## src/hw/rtl/mmts_pkg.sv

```systemverilog
package mmts_pkg;

  localparam int SLOTS  = 16;
  localparam int SLOT_W = 4;
  localparam int CNT_W  = 5;
  localparam int START_W = 49;
  localparam int DUR_W   = 41;
  localparam int NOW_W   = 48;
  localparam int ELA_W   = 40;
  localparam int BAND_W  = 20;
  localparam int CALC_W  = 52;

  localparam logic [1:0] KIND_FIRE = 2'd0;
  localparam logic [1:0] KIND_DONE = 2'd1;
  localparam logic [1:0] KIND_ACK  = 2'd2;

  localparam logic ACT_TICK    = 1'b0;
  localparam logic ACT_INSTALL = 1'b1;

  localparam logic [1:0] ST_IDLE = 2'd0;
  localparam logic [1:0] ST_WALK = 2'd1;
  localparam logic [1:0] ST_FIN  = 2'd2;
  localparam logic [1:0] ST_ACK  = 2'd3;

  typedef struct packed {
    logic                      valid;
    logic                      list;
    logic signed [START_W-1:0] start;
    logic signed [DUR_W-1:0]   dur;
  } slot_t;

  typedef struct packed {
    logic [NOW_W-1:0]  now;
    logic [ELA_W-1:0]  elapsed;
    logic [BAND_W-1:0] band;
    logic              list;
    logic              first;
  } walk_ctl_t;

endpackage

```

## src/hw/rtl/multi_mode_timer_slots_core.sv

```systemverilog
// Timer slot table built as a ring of sixteen slot cells.
// Input channel: in_valid/in_stall; one transaction is either an install
// (action 1) or a tick over one list (action 0).
// An install writes one slot and returns one acknowledge transaction holding
// the live count of that list once the output register can take it.
// A tick rotates the ring once: the slot at the head is checked each cycle
// while the output is free, so the walk visits all sixteen slots before the
// finishing transaction. Each firing slot gives one result transaction during
// the walk. During a tick, in_stall stays high until the last result of the
// transaction is in the output register. Output channel: out_valid/out_stall
// with a registered output; while the receiver stalls, the walk pauses and
// the result holds. The user must write the zero band register through
// cfg_we/cfg_data only while idle; the block does not enforce this. Reset
// clears all slot valid bits and the output valid, and sets the band to 1000.
module multi_mode_timer_slots_core (
  input  logic        clk,
  input  logic        rst_n,
  input  logic        cfg_we,
  input  logic [19:0] cfg_data,
  input  logic        in_valid,
  output logic        in_stall,
  input  logic        in_action,
  input  logic        in_list_select,
  input  logic [3:0]  in_slot,
  input  logic [47:0] in_now_us,
  input  logic [39:0] in_elapsed_us,
  input  logic signed [48:0] in_start_us,
  input  logic signed [40:0] in_duration_us,
  output logic        out_valid,
  input  logic        out_stall,
  output logic [1:0]  out_kind,
  output logic [3:0]  out_fired_slot,
  output logic [39:0] out_elapsed_out,
  output logic [4:0]  out_live_count,
  output logic        out_last
);
  import mmts_pkg::*;

  logic [1:0]        state_r, state_nxt;
  logic [SLOT_W-1:0] idx_r, idx_nxt;
  logic [CNT_W-1:0]  cnt_r, cnt_nxt, pop;
  logic [BAND_W-1:0] band_r;
  walk_ctl_t         ctl_r, ctl_nxt;
  logic              out_valid_r, out_valid_nxt;
  logic [1:0]        kind_r, kind_nxt;
  logic [SLOT_W-1:0] fs_r, fs_nxt;
  logic [ELA_W-1:0]  el_r, el_nxt;
  logic [CNT_W-1:0]  lc_r, lc_nxt;
  logic              last_r, last_nxt;

  slot_t cell_q [SLOTS];
  slot_t cell_d [SLOTS];
  slot_t ld, head_new;
  logic  shift, accept, can_put, fire, member;

  assign accept  = in_valid && !in_stall;
  assign can_put = !out_valid_r || !out_stall;
  assign shift   = (state_r == ST_WALK) && can_put;
  assign in_stall = (state_r != ST_IDLE);

  assign ld.valid = 1'b1;
  assign ld.list  = in_list_select;
  assign ld.start = in_start_us;
  assign ld.dur   = in_duration_us;

  for (genvar i = 0; i < SLOTS; i++) begin : g_cell
    if (i == SLOTS - 1) begin : g_tail
      assign cell_d[i] = head_new;
    end else begin : g_mid
      assign cell_d[i] = cell_q[i+1];
    end
    mmts_cell u_cell (
      .clk   (clk),
      .rst_n (rst_n),
      .shift (shift),
      .d_in  (cell_d[i]),
      .load  (accept && (in_action == ACT_INSTALL) && (in_slot == SLOT_W'(i))),
      .ld    (ld),
      .q     (cell_q[i])
    );
  end

  mmts_eval u_eval (
    .s_in   (cell_q[0]),
    .ctl    (ctl_r),
    .s_out  (head_new),
    .fire   (fire),
    .member (member)
  );

  always_comb begin
    pop = '0;
    for (int i = 0; i < SLOTS; i++) begin
      if (cell_q[i].valid && (cell_q[i].list == ctl_r.list)) begin
        pop = pop + CNT_W'(1);
      end
    end
  end

  always_comb begin
    state_nxt     = state_r;
    idx_nxt       = idx_r;
    cnt_nxt       = cnt_r;
    ctl_nxt       = ctl_r;
    out_valid_nxt = can_put ? 1'b0 : out_valid_r;
    kind_nxt      = kind_r;
    fs_nxt        = fs_r;
    el_nxt        = el_r;
    lc_nxt        = lc_r;
    last_nxt      = last_r;
    ctl_nxt.band  = band_r;
    unique case (state_r)
      ST_IDLE: begin
        if (accept) begin
          ctl_nxt.now     = in_now_us;
          ctl_nxt.elapsed = in_elapsed_us;
          ctl_nxt.list    = in_list_select;
          ctl_nxt.first   = 1'b1;
          idx_nxt         = in_slot;
          cnt_nxt         = '0;
          state_nxt       = (in_action == ACT_INSTALL) ? ST_ACK : ST_WALK;
          if (in_action == ACT_TICK) begin
            idx_nxt = '0;
          end
        end
      end
      ST_WALK: begin
        if (can_put) begin
          if (member) begin
            ctl_nxt.first = 1'b0;
          end
          if (head_new.valid && head_new.list == ctl_r.list) begin
            cnt_nxt = cnt_r + CNT_W'(1);
          end
          if (fire) begin
            out_valid_nxt = 1'b1;
            kind_nxt      = KIND_FIRE;
            fs_nxt        = idx_r;
            el_nxt        = ctl_r.elapsed;
            lc_nxt        = '0;
            last_nxt      = 1'b0;
          end
          idx_nxt = idx_r + SLOT_W'(1);
          if (idx_r == SLOT_W'(SLOTS - 1)) begin
            state_nxt = ST_FIN;
          end
        end
      end
      ST_FIN: begin
        if (can_put) begin
          out_valid_nxt = 1'b1;
          kind_nxt      = KIND_DONE;
          fs_nxt        = '0;
          el_nxt        = '0;
          lc_nxt        = cnt_r;
          last_nxt      = 1'b1;
          state_nxt     = ST_IDLE;
        end
      end
      ST_ACK: begin
        if (can_put) begin
          out_valid_nxt = 1'b1;
          kind_nxt      = KIND_ACK;
          fs_nxt        = idx_r;
          el_nxt        = '0;
          lc_nxt        = pop;
          last_nxt      = 1'b1;
          state_nxt     = ST_IDLE;
        end
      end
      default: state_nxt = ST_IDLE;
    endcase
  end

  always_ff @(posedge clk) begin
    if (!rst_n) begin
      state_r     <= ST_IDLE;
      out_valid_r <= 1'b0;
      band_r      <= BAND_W'(1000);
    end else begin
      state_r     <= state_nxt;
      out_valid_r <= out_valid_nxt;
      if (cfg_we) begin
        band_r <= cfg_data;
      end
    end
  end

  always_ff @(posedge clk) begin
    idx_r  <= idx_nxt;
    cnt_r  <= cnt_nxt;
    ctl_r  <= ctl_nxt;
    kind_r <= kind_nxt;
    fs_r   <= fs_nxt;
    el_r   <= el_nxt;
    lc_r   <= lc_nxt;
    last_r <= last_nxt;
  end

  assign out_valid       = out_valid_r;
  assign out_kind        = kind_r;
  assign out_fired_slot  = fs_r;
  assign out_elapsed_out = el_r;
  assign out_live_count  = lc_r;
  assign out_last        = last_r;

endmodule

```

## src/hw/rtl/mmts_cell.sv

```systemverilog
module mmts_cell (
  input  logic           clk,
  input  logic           rst_n,
  input  logic           shift,
  input  mmts_pkg::slot_t d_in,
  input  logic           load,
  input  mmts_pkg::slot_t ld,
  output mmts_pkg::slot_t q
);
  import mmts_pkg::*;

  logic                      valid_r;
  logic                      list_r;
  logic signed [START_W-1:0] start_r;
  logic signed [DUR_W-1:0]   dur_r;

  always_ff @(posedge clk) begin
    if (!rst_n) begin
      valid_r <= 1'b0;
      list_r  <= 1'b0;
    end else if (shift) begin
      valid_r <= d_in.valid;
      list_r  <= d_in.list;
    end else if (load) begin
      valid_r <= ld.valid;
      list_r  <= ld.list;
    end
  end

  always_ff @(posedge clk) begin
    if (shift) begin
      start_r <= d_in.start;
      dur_r   <= d_in.dur;
    end else if (load) begin
      start_r <= ld.start;
      dur_r   <= ld.dur;
    end
  end

  assign q.valid = valid_r;
  assign q.list  = list_r;
  assign q.start = start_r;
  assign q.dur   = dur_r;

endmodule

```

## src/hw/rtl/mmts_eval.sv

```systemverilog
module mmts_eval (
  input  mmts_pkg::slot_t     s_in,
  input  mmts_pkg::walk_ctl_t ctl,
  output mmts_pkg::slot_t     s_out,
  output logic                fire,
  output logic                member
);
  import mmts_pkg::*;

  logic signed [CALC_W-1:0] s, d, n, lo, b, sum, dif, smax;
  logic check;

  always_comb begin
    s    = CALC_W'(s_in.start);
    d    = CALC_W'(s_in.dur);
    n    = $signed({{(CALC_W-NOW_W){1'b0}}, ctl.now});
    lo   = n - $signed({{(CALC_W-ELA_W){1'b0}}, ctl.elapsed});
    b    = $signed({{(CALC_W-BAND_W){1'b0}}, ctl.band});
    sum  = s + d;
    dif  = s - d;
    smax = $signed({{(CALC_W-NOW_W){1'b0}}, {NOW_W{1'b1}}});
    member = s_in.valid && (s_in.list == ctl.list);
    check  = member && ((s > 0) || ctl.first);
    s_out  = s_in;
    fire   = 1'b0;
    if (check) begin
      if (d > b) begin
        if (s < n && sum > n) begin
          fire = 1'b1;
        end else if (sum < n) begin
          s_out.valid = 1'b0;
        end
      end else if (d < -b) begin
        if (s < n && dif > n) begin
          fire = 1'b1;
        end
        if (dif < n || (s < n && dif > n)) begin
          s_out.start = (dif > smax) ? START_W'(smax) : START_W'(dif);
        end
      end else begin
        if (s > lo && s <= n) begin
          fire = 1'b1;
          s_out.valid = 1'b0;
        end
      end
    end
  end

endmodule

```

## config.mk

```make
export PLATFORM = sky130hd
export DESIGN_NAME = multi_mode_timer_slots_core
export DESIGN_NICKNAME = d
export VERILOG_FILES = /design/src/hw/rtl/mmts_pkg.sv /design/src/hw/rtl/multi_mode_timer_slots_core.sv /design/src/hw/rtl/mmts_cell.sv /design/src/hw/rtl/mmts_eval.sv
export SDC_FILE = /design/constraint.sdc
export NUM_CORES = 2
export LEC_CHECK = 0
export BUFFER_PORTS_ARGS = -buffer_cell sky130_fd_sc_hd__buf_4
export CAP_MARGIN = 40
export CORE_ASPECT_RATIO = 0.5
export CORE_MARGIN = 4
export CORE_UTILIZATION = 52
export DETAILED_ROUTE_END_ITERATION = 8
export PLACE_DENSITY = 0.74
export SLEW_MARGIN = 20
export SYNTH_ARGS = -nofsm -noshare
export SYNTH_HDL_FRONTEND = slang
export SYNTH_SLANG_ARGS = --single-unit
```

## constraint.sdc

```tcl
create_clock -name clk -period 23.4 [get_ports clk]
set_clock_uncertainty 0.1 [all_clocks]
set_input_delay 3.51 -clock clk [delete_from_list [all_inputs] [get_ports clk]]
set_output_delay 3.51 -clock clk [all_outputs]
set_load 0.01 [all_outputs]
```

Word-level counts from Yosys, hierarchy flattened
Cells that the tools add are included.
- mux-type cells: 207
- reduce and logical (&&, ||, !) cells: 76
- eq/ne operators: 44
- $lt $le $gt $ge: 11
- $add $sub $neg: 21
- operators with widths (kind ; count):
    49-bit two-way mux ; 37
    41-bit two-way mux ; 32
    40-bit two-way mux ; 3
    5-bit two-way mux ; 22
    52-bit by 49-bit greater-than comparator with 1-bit output ; 2
    52-bit by 49-bit < comparator with 1-bit output ; 2
    1-bit two-way mux ; 87
    40-bit one-hot mux with 2 select lines ; 1
    5-bit by 1-bit adder with 5-bit output, second input constant ; 15
    52-bit by 49-bit greater-than comparator with 1-bit output, second input constant ; 1
    41-bit by 52-bit < comparator with 1-bit output ; 1
    20-bit negation with 52-bit output ; 1
    49-bit by 41-bit adder with 50-bit output ; 1
    49-bit by 41-bit subtractor with 50-bit output ; 1
    49-bit by 1-bit greater-than comparator with 1-bit output, second input constant ; 1
    49-bit greater-than comparator ; 1
    49-bit less-or-equal comparator ; 1
    49-bit < comparator ; 1
    48-bit by 40-bit subtractor with 49-bit output ; 1
    41-bit by 21-bit greater-than comparator with 1-bit output ; 1
    1-bit logical AND ; 40
    2-bit nonzero test ; 19
    4-bit equality test, second input constant ; 9
    4-bit two-way mux ; 7
    27 further kinds ; 72
- logic and storage cells: 438
- register bits: 1666

Longest topological paths before layout
- word-level depth: 35
- gate-level depth with buffers: 45
- mapped depth without buffers: 42

Hierarchy
A second synthesis with hierarchy kept.
- cell total of the unflattened synthesis: 6033
- area, all modules: 89877.4 µm²
- by module, submodules not included (module ; cells each ; instances ; area an instance (µm²)):
    mmts_cell ; 202 ; 16 ; 4111.4
    mmts_eval ; 2084 ; 1 ; 15138.3
    multi_mode_timer_slots_core ; 717 ; 1 ; 8956.1

Least setup slack after synthesis
OpenSTA, ideal clock, no wires.
- path kind: input -> register
- start point: input port in_valid
- end point: register g_cell[15].u_cell.valid_r
- stages on the path: 6
- setup time: 101 ps
- arrival: 13375 ps
- slack: 9824 ps
- cell sequence: nand2_1 inv_1 nand4_1 o21ai_0 o221ai_1 a31oi_1
- word-level cells in the longest chain between the ends: 4
- ends and longest elaborated chain (item ; RTL line ; RTL):
    start: declaration ; multi_mode_timer_slots_core.sv:20 ; input logic in_valid,
    1-bit logical AND ; multi_mode_timer_slots_core.sv:56 ; assign accept = in_valid && !in_stall;
    1-bit logical AND (2 in series) ; multi_mode_timer_slots_core.sv:77 ; .load (accept && (in_action == ACT_INSTALL) && (in_slot == SLOT_W'(i))),
    2-bit nonzero test (no line) ; -- ;
    end signal: assignment ; mmts_cell.sv:22 ; valid_r <= d_in.valid;
    end signal: assignment ; mmts_cell.sv:25 ; valid_r <= ld.valid;
    end: declaration ; mmts_cell.sv:12 ; logic valid_r;
Every way passes these cells.
A chain may end at the register's enable or synchronous reset.

Worst setup path in the final report
- start point: register ctl_r[1] (netlist name)
- end point: register lc_r[4] (netlist: out_live_count[4]) (data pin)
- word-level cells in the longest chain between the ends: 35
- elaborated cells between the ends (all ways): 65
- those cells by class: add/sub: 15; eq/ne: 16; mux: 18; reduce/logical: 16
- ends and longest elaborated chain (item ; RTL line ; RTL):
    start: declaration ; multi_mode_timer_slots_core.sv:43 ; walk_ctl_t ctl_r, ctl_nxt;
    start signal: assignment ; multi_mode_timer_slots_core.sv:192 ; ctl_r <= ctl_nxt;
    1-bit equality test ; multi_mode_timer_slots_core.sv:94 ; if (cell_q[i].valid && (cell_q[i].list == ctl_r.list)) begin
    1-bit logical AND ; multi_mode_timer_slots_core.sv:94 ;
    1-bit two-way mux ; multi_mode_timer_slots_core.sv:94 ;
    1-bit by 1-bit adder with 2-bit output ; multi_mode_timer_slots_core.sv:95 ; pop = pop + CNT_W'(1);
    5-bit two-way mux ; multi_mode_timer_slots_core.sv:94 ;
    5-bit by 1-bit adder with 5-bit output ; multi_mode_timer_slots_core.sv:95 ;
    5-bit two-way mux ; multi_mode_timer_slots_core.sv:94 ;
    5-bit by 1-bit adder with 5-bit output ; multi_mode_timer_slots_core.sv:95 ;
    (+20 left out) ; -- ;
    5-bit two-way mux ; multi_mode_timer_slots_core.sv:94 ;
    5-bit by 1-bit adder with 5-bit output ; multi_mode_timer_slots_core.sv:95 ;
    5-bit two-way mux ; multi_mode_timer_slots_core.sv:94 ;
    5-bit by 1-bit adder with 5-bit output ; multi_mode_timer_slots_core.sv:95 ;
    5-bit two-way mux * ; multi_mode_timer_slots_core.sv:94 ;
    5-bit two-way mux * ; multi_mode_timer_slots_core.sv:161 ; if (can_put) begin
    5-bit one-hot mux with 3 select lines * ; multi_mode_timer_slots_core.sv:112 ; unique case (state_r)
    named net lc_nxt[4] ; multi_mode_timer_slots_core.sv:48 ; logic [CNT_W-1:0] lc_r, lc_nxt;
    end signal: assignment ; multi_mode_timer_slots_core.sv:196 ; lc_r <= lc_nxt;
    end: declaration ; multi_mode_timer_slots_core.sv:48 ;
Mark *: on every way through the listed nets, which the timed path passes. The rest lies on a longest branch. The select of a mux whose other input is x is not followed.

==> flow_metrics.env <==
export IMPL_outcome="finished, final reports clean"
export IMPL_crit_buf_inv=5
export IMPL_met1_usage_pct=40.5
export IMPL_syn_nets=6762
export IMPL_ys_flop_type="edfxtp_1"
export IMPL_initial_utilization_pct=52.6
export IMPL_syn_area_um2=80000
export IMPL_routed_wl_um=221000
export IMPL_setup_ws_ns=14.36
export IMPL_period_share_pct=38.6
export IMPL_cts_sinks=1666
export IMPL_reg2reg_setup_slack_ns=14.36
export IMPL_clk_latency_ns=0.81
export IMPL_io_buffers=262
export IMPL_holdBufCountCts=0
export IMPL_synth_edff_count=1591
export IMPL_pre_cts_ws_ns=14.40
export IMPL_gr_usage_all_layers_pct=27.0
export IMPL_cts_buffers_inserted=150
export IMPL_worst_ep_required_time_ns=23.78
export IMPL_leakagePower_nw=39.4
export IMPL_final_area_um2=88700
export IMPL_yosys_warnings=0
export IMPL_critPathCaptureType="flop"
export IMPL_boundaryPins=263
export IMPL_drc=0
export IMPL_crit_path_frequent_cell="ha_1"
export IMPL_period_needed_ns=9.04
export IMPL_yosysUniqueCellTypes=82
export IMPL_cp_max_fo=13
export IMPL_met2_usage_pct=41.5
export IMPL_startpoint_type="flop"
export IMPL_antenna_found_initial=8
export IMPL_drtPass1Iterations=6
export IMPL_antenna_left=0
export IMPL_nets=6849
export IMPL_grt_pass1_wl_um=326000
export IMPL_path_class="flop to flop"
export IMPL_grt_max_degree=288
export IMPL_fp_dieW_um=563
export IMPL_finalMaxSlewViolations=0
export IMPL_area_delta_synth_final_pct=10.8
export IMPL_use_met3_pct=4.39
export IMPL_grt_pass1_vias=50000
export IMPL_hp_class="flop to flop"
export IMPL_layout_commonest_cell="edfxtp_1"
export IMPL_max_vdd_ir_drop_v=0.0000557
export IMPL_hpwlAfterDp_um=149000
export IMPL_cts_root_buf="clkbuf_16"
export IMPL_yosysSeqAreaShare_pct=61.6
export IMPL_final_setup_tns_ns=0
export IMPL_htreeDepth=4
export IMPL_grt_overflow=0
export IMPL_post_cts_buffers=0
export IMPL_async_flop_share_pct=0
export IMPL_cp_arrival_ns=9.42
export IMPL_power_total_mw=7.84
export IMPL_netlist_instances=6127
export IMPL_cpLargestDelayFamily="adder cells"
export IMPL_mostFrequentLayoutCells="edfxtp_1 (1591), a21o_1 (1519), ha_1 (423)"
export IMPL_critPathSlowestCell="edfxtp_1"
export IMPL_hold_viol=0
export IMPL_grt_setup_unrepaired="no"
export IMPL_cts_tree="yes"
export IMPL_coreArea_um2=152000
export IMPL_fin_util_pct=58.2
export IMPL_wl_per_cell_um=26.4
export IMPL_top_usage_layer="met2"
export IMPL_rows=101
export IMPL_post_cts_resized=0
export IMPL_via_count=51600
export IMPL_setup_violations=0
export IMPL_drtIter0Drc=5795
export IMPL_max_slew_margin_pct=26.1
export IMPL_p_per_area_nw_per_um2=88.4
export IMPL_drive_gt1_share_pct=10.5
export IMPL_fmax_mhz=111
export IMPL_drv_cap=0
export IMPL_path_clk_slew_ns=0.07
export IMPL_gp_congestion=0.975
export IMPL_viasPerCell=6.16
export IMPL_avgSynthCellArea_um2=13.1
export IMPL_post_dp_cell_area_um2=84200
export IMPL_max_stage_delay_ns=0.63
export IMPL_fillers=11800
export IMPL_design_die_area_um2=161000
export IMPL_ys_ff_latch=1666
export IMPL_clk_path_buf_depth=4
export IMPL_die_h_um=285
export IMPL_worst_pin_slew_ns=1.11
[metrics by stage]
stage | hold WS [ns] | std cells
floorplan | 0.230 | 6127
global placement | 0.239 | 8104
detailed placement | 0.236 | 8117
CTS | 0.237 | 8369
global route | 0.246 | 8376
finish | 0.233 | 8379
[state kept, by name, summed over array words and instances, names as in the netlist, 2 cells and up]
name and flops:
out_live_count 5, cnt_r 5, g_cell.u_cell.list_r 16, idx_r 4, g_cell.u_cell.start_r 784, g_cell.u_cell.valid_r 16
band_r 20, state_r 2, out_kind 2, out_fired_slot 4, ctl_r 110, out_elapsed_out 40
g_cell.u_cell.dur_r 656
[routing by layer]
layer / routed length (um) / part of all wire, %
met1: 98400 / 45
met2: 98800 / 45
met3: 18600 / 8.4
met4: 4960 / 2.2
met5: 53 / 0.024
[final cells by class]
type                            count  area (um2)  share of cell area (%)
Timing Repair Buffer              368        3010                    3.39
Inverter                          249         937                    1.06
Tap cell                         2060        2580                    2.91
Antenna cell                        5        12.5                  0.0141
Clock inverter                     63         515                   0.581
Clock buffer                      189        3950                    4.45
Sequential cell                  1666       49300                    55.6
Multi-Input combinational cell   3779       28400                    32.0
[power by group]
| group | leakage (nW) | switching, mW | internal, mW |
|---|---|---|---|
| logic | 21.6 | 1.04 | 0.627 |
| clock network | 2.17 | 1.07 | 1.28 |
| registers | 15.6 | 0.138 | 3.68 |
| total | 39.4 | 2.25 | 5.60 |
[cell usage after synthesis (23+ instances only)]
library cell / number / area [um2]
a211oi_1: 36 / 270
a21o_1: 1519 / 11400
a21oi_1: 235 / 1180
and2_1: 110 / 688
buf_1: 23 / 86.3
clkbuf_1: 404 / 1520
dfxtp_1: 75 / 1500
edfxtp_1: 1591 / 47800
ha_1: 423 / 5290
inv_1: 248 / 931
mux2i_1: 36 / 360
nand2_1: 138 / 518
nand2b_1: 79 / 494
nand3_1: 48 / 240
nand4_1: 79 / 494
nor2_1: 260 / 976
nor2b_1: 44 / 275
nor3_1: 48 / 240
nor4_1: 37 / 231
o21a_1: 47 / 353
o21ai_0: 125 / 626
o21bai_1: 39 / 293
o221a_2: 58 / 653
xnor2_1: 145 / 1270
xor2_1: 55 / 482
[path summary, 6_finish.rpt]
check                           depth (start not counted)                          end                    from
worst max-delay path                                   41  out_live_count[4]$_DFFE_PP_      ctl_r[1]$_DFFE_PP_
worst max register to register                         41  out_live_count[4]$_DFFE_PP_      ctl_r[1]$_DFFE_PP_
worst min register to register                          0             ctl_r[8]$_DFF_P_  band_r[6]$_SDFFE_PN1P_
worst min-delay path                                    0             ctl_r[8]$_DFF_P_  band_r[6]$_SDFFE_PN1P_
[logic make-up (layout without fill, tap and decap cells)]
kind of cell / Yosys count / count (layout) / share of synthesized area, %
xor+xnor: 208 / 208 / 2.39
other cells: 0 / 5 / 0
simple gates: 918 / 918 / 5.88
mux: 40 / 40 / 0.506
compound gates: 2186 / 2186 / 19.7
fa+ha+maj: 427 / 427 / 6.70
flops: 1666 / 1666 / 61.6
buf+inv: 682 / 869 / 3.21
(Power assumes the default switching activity.)
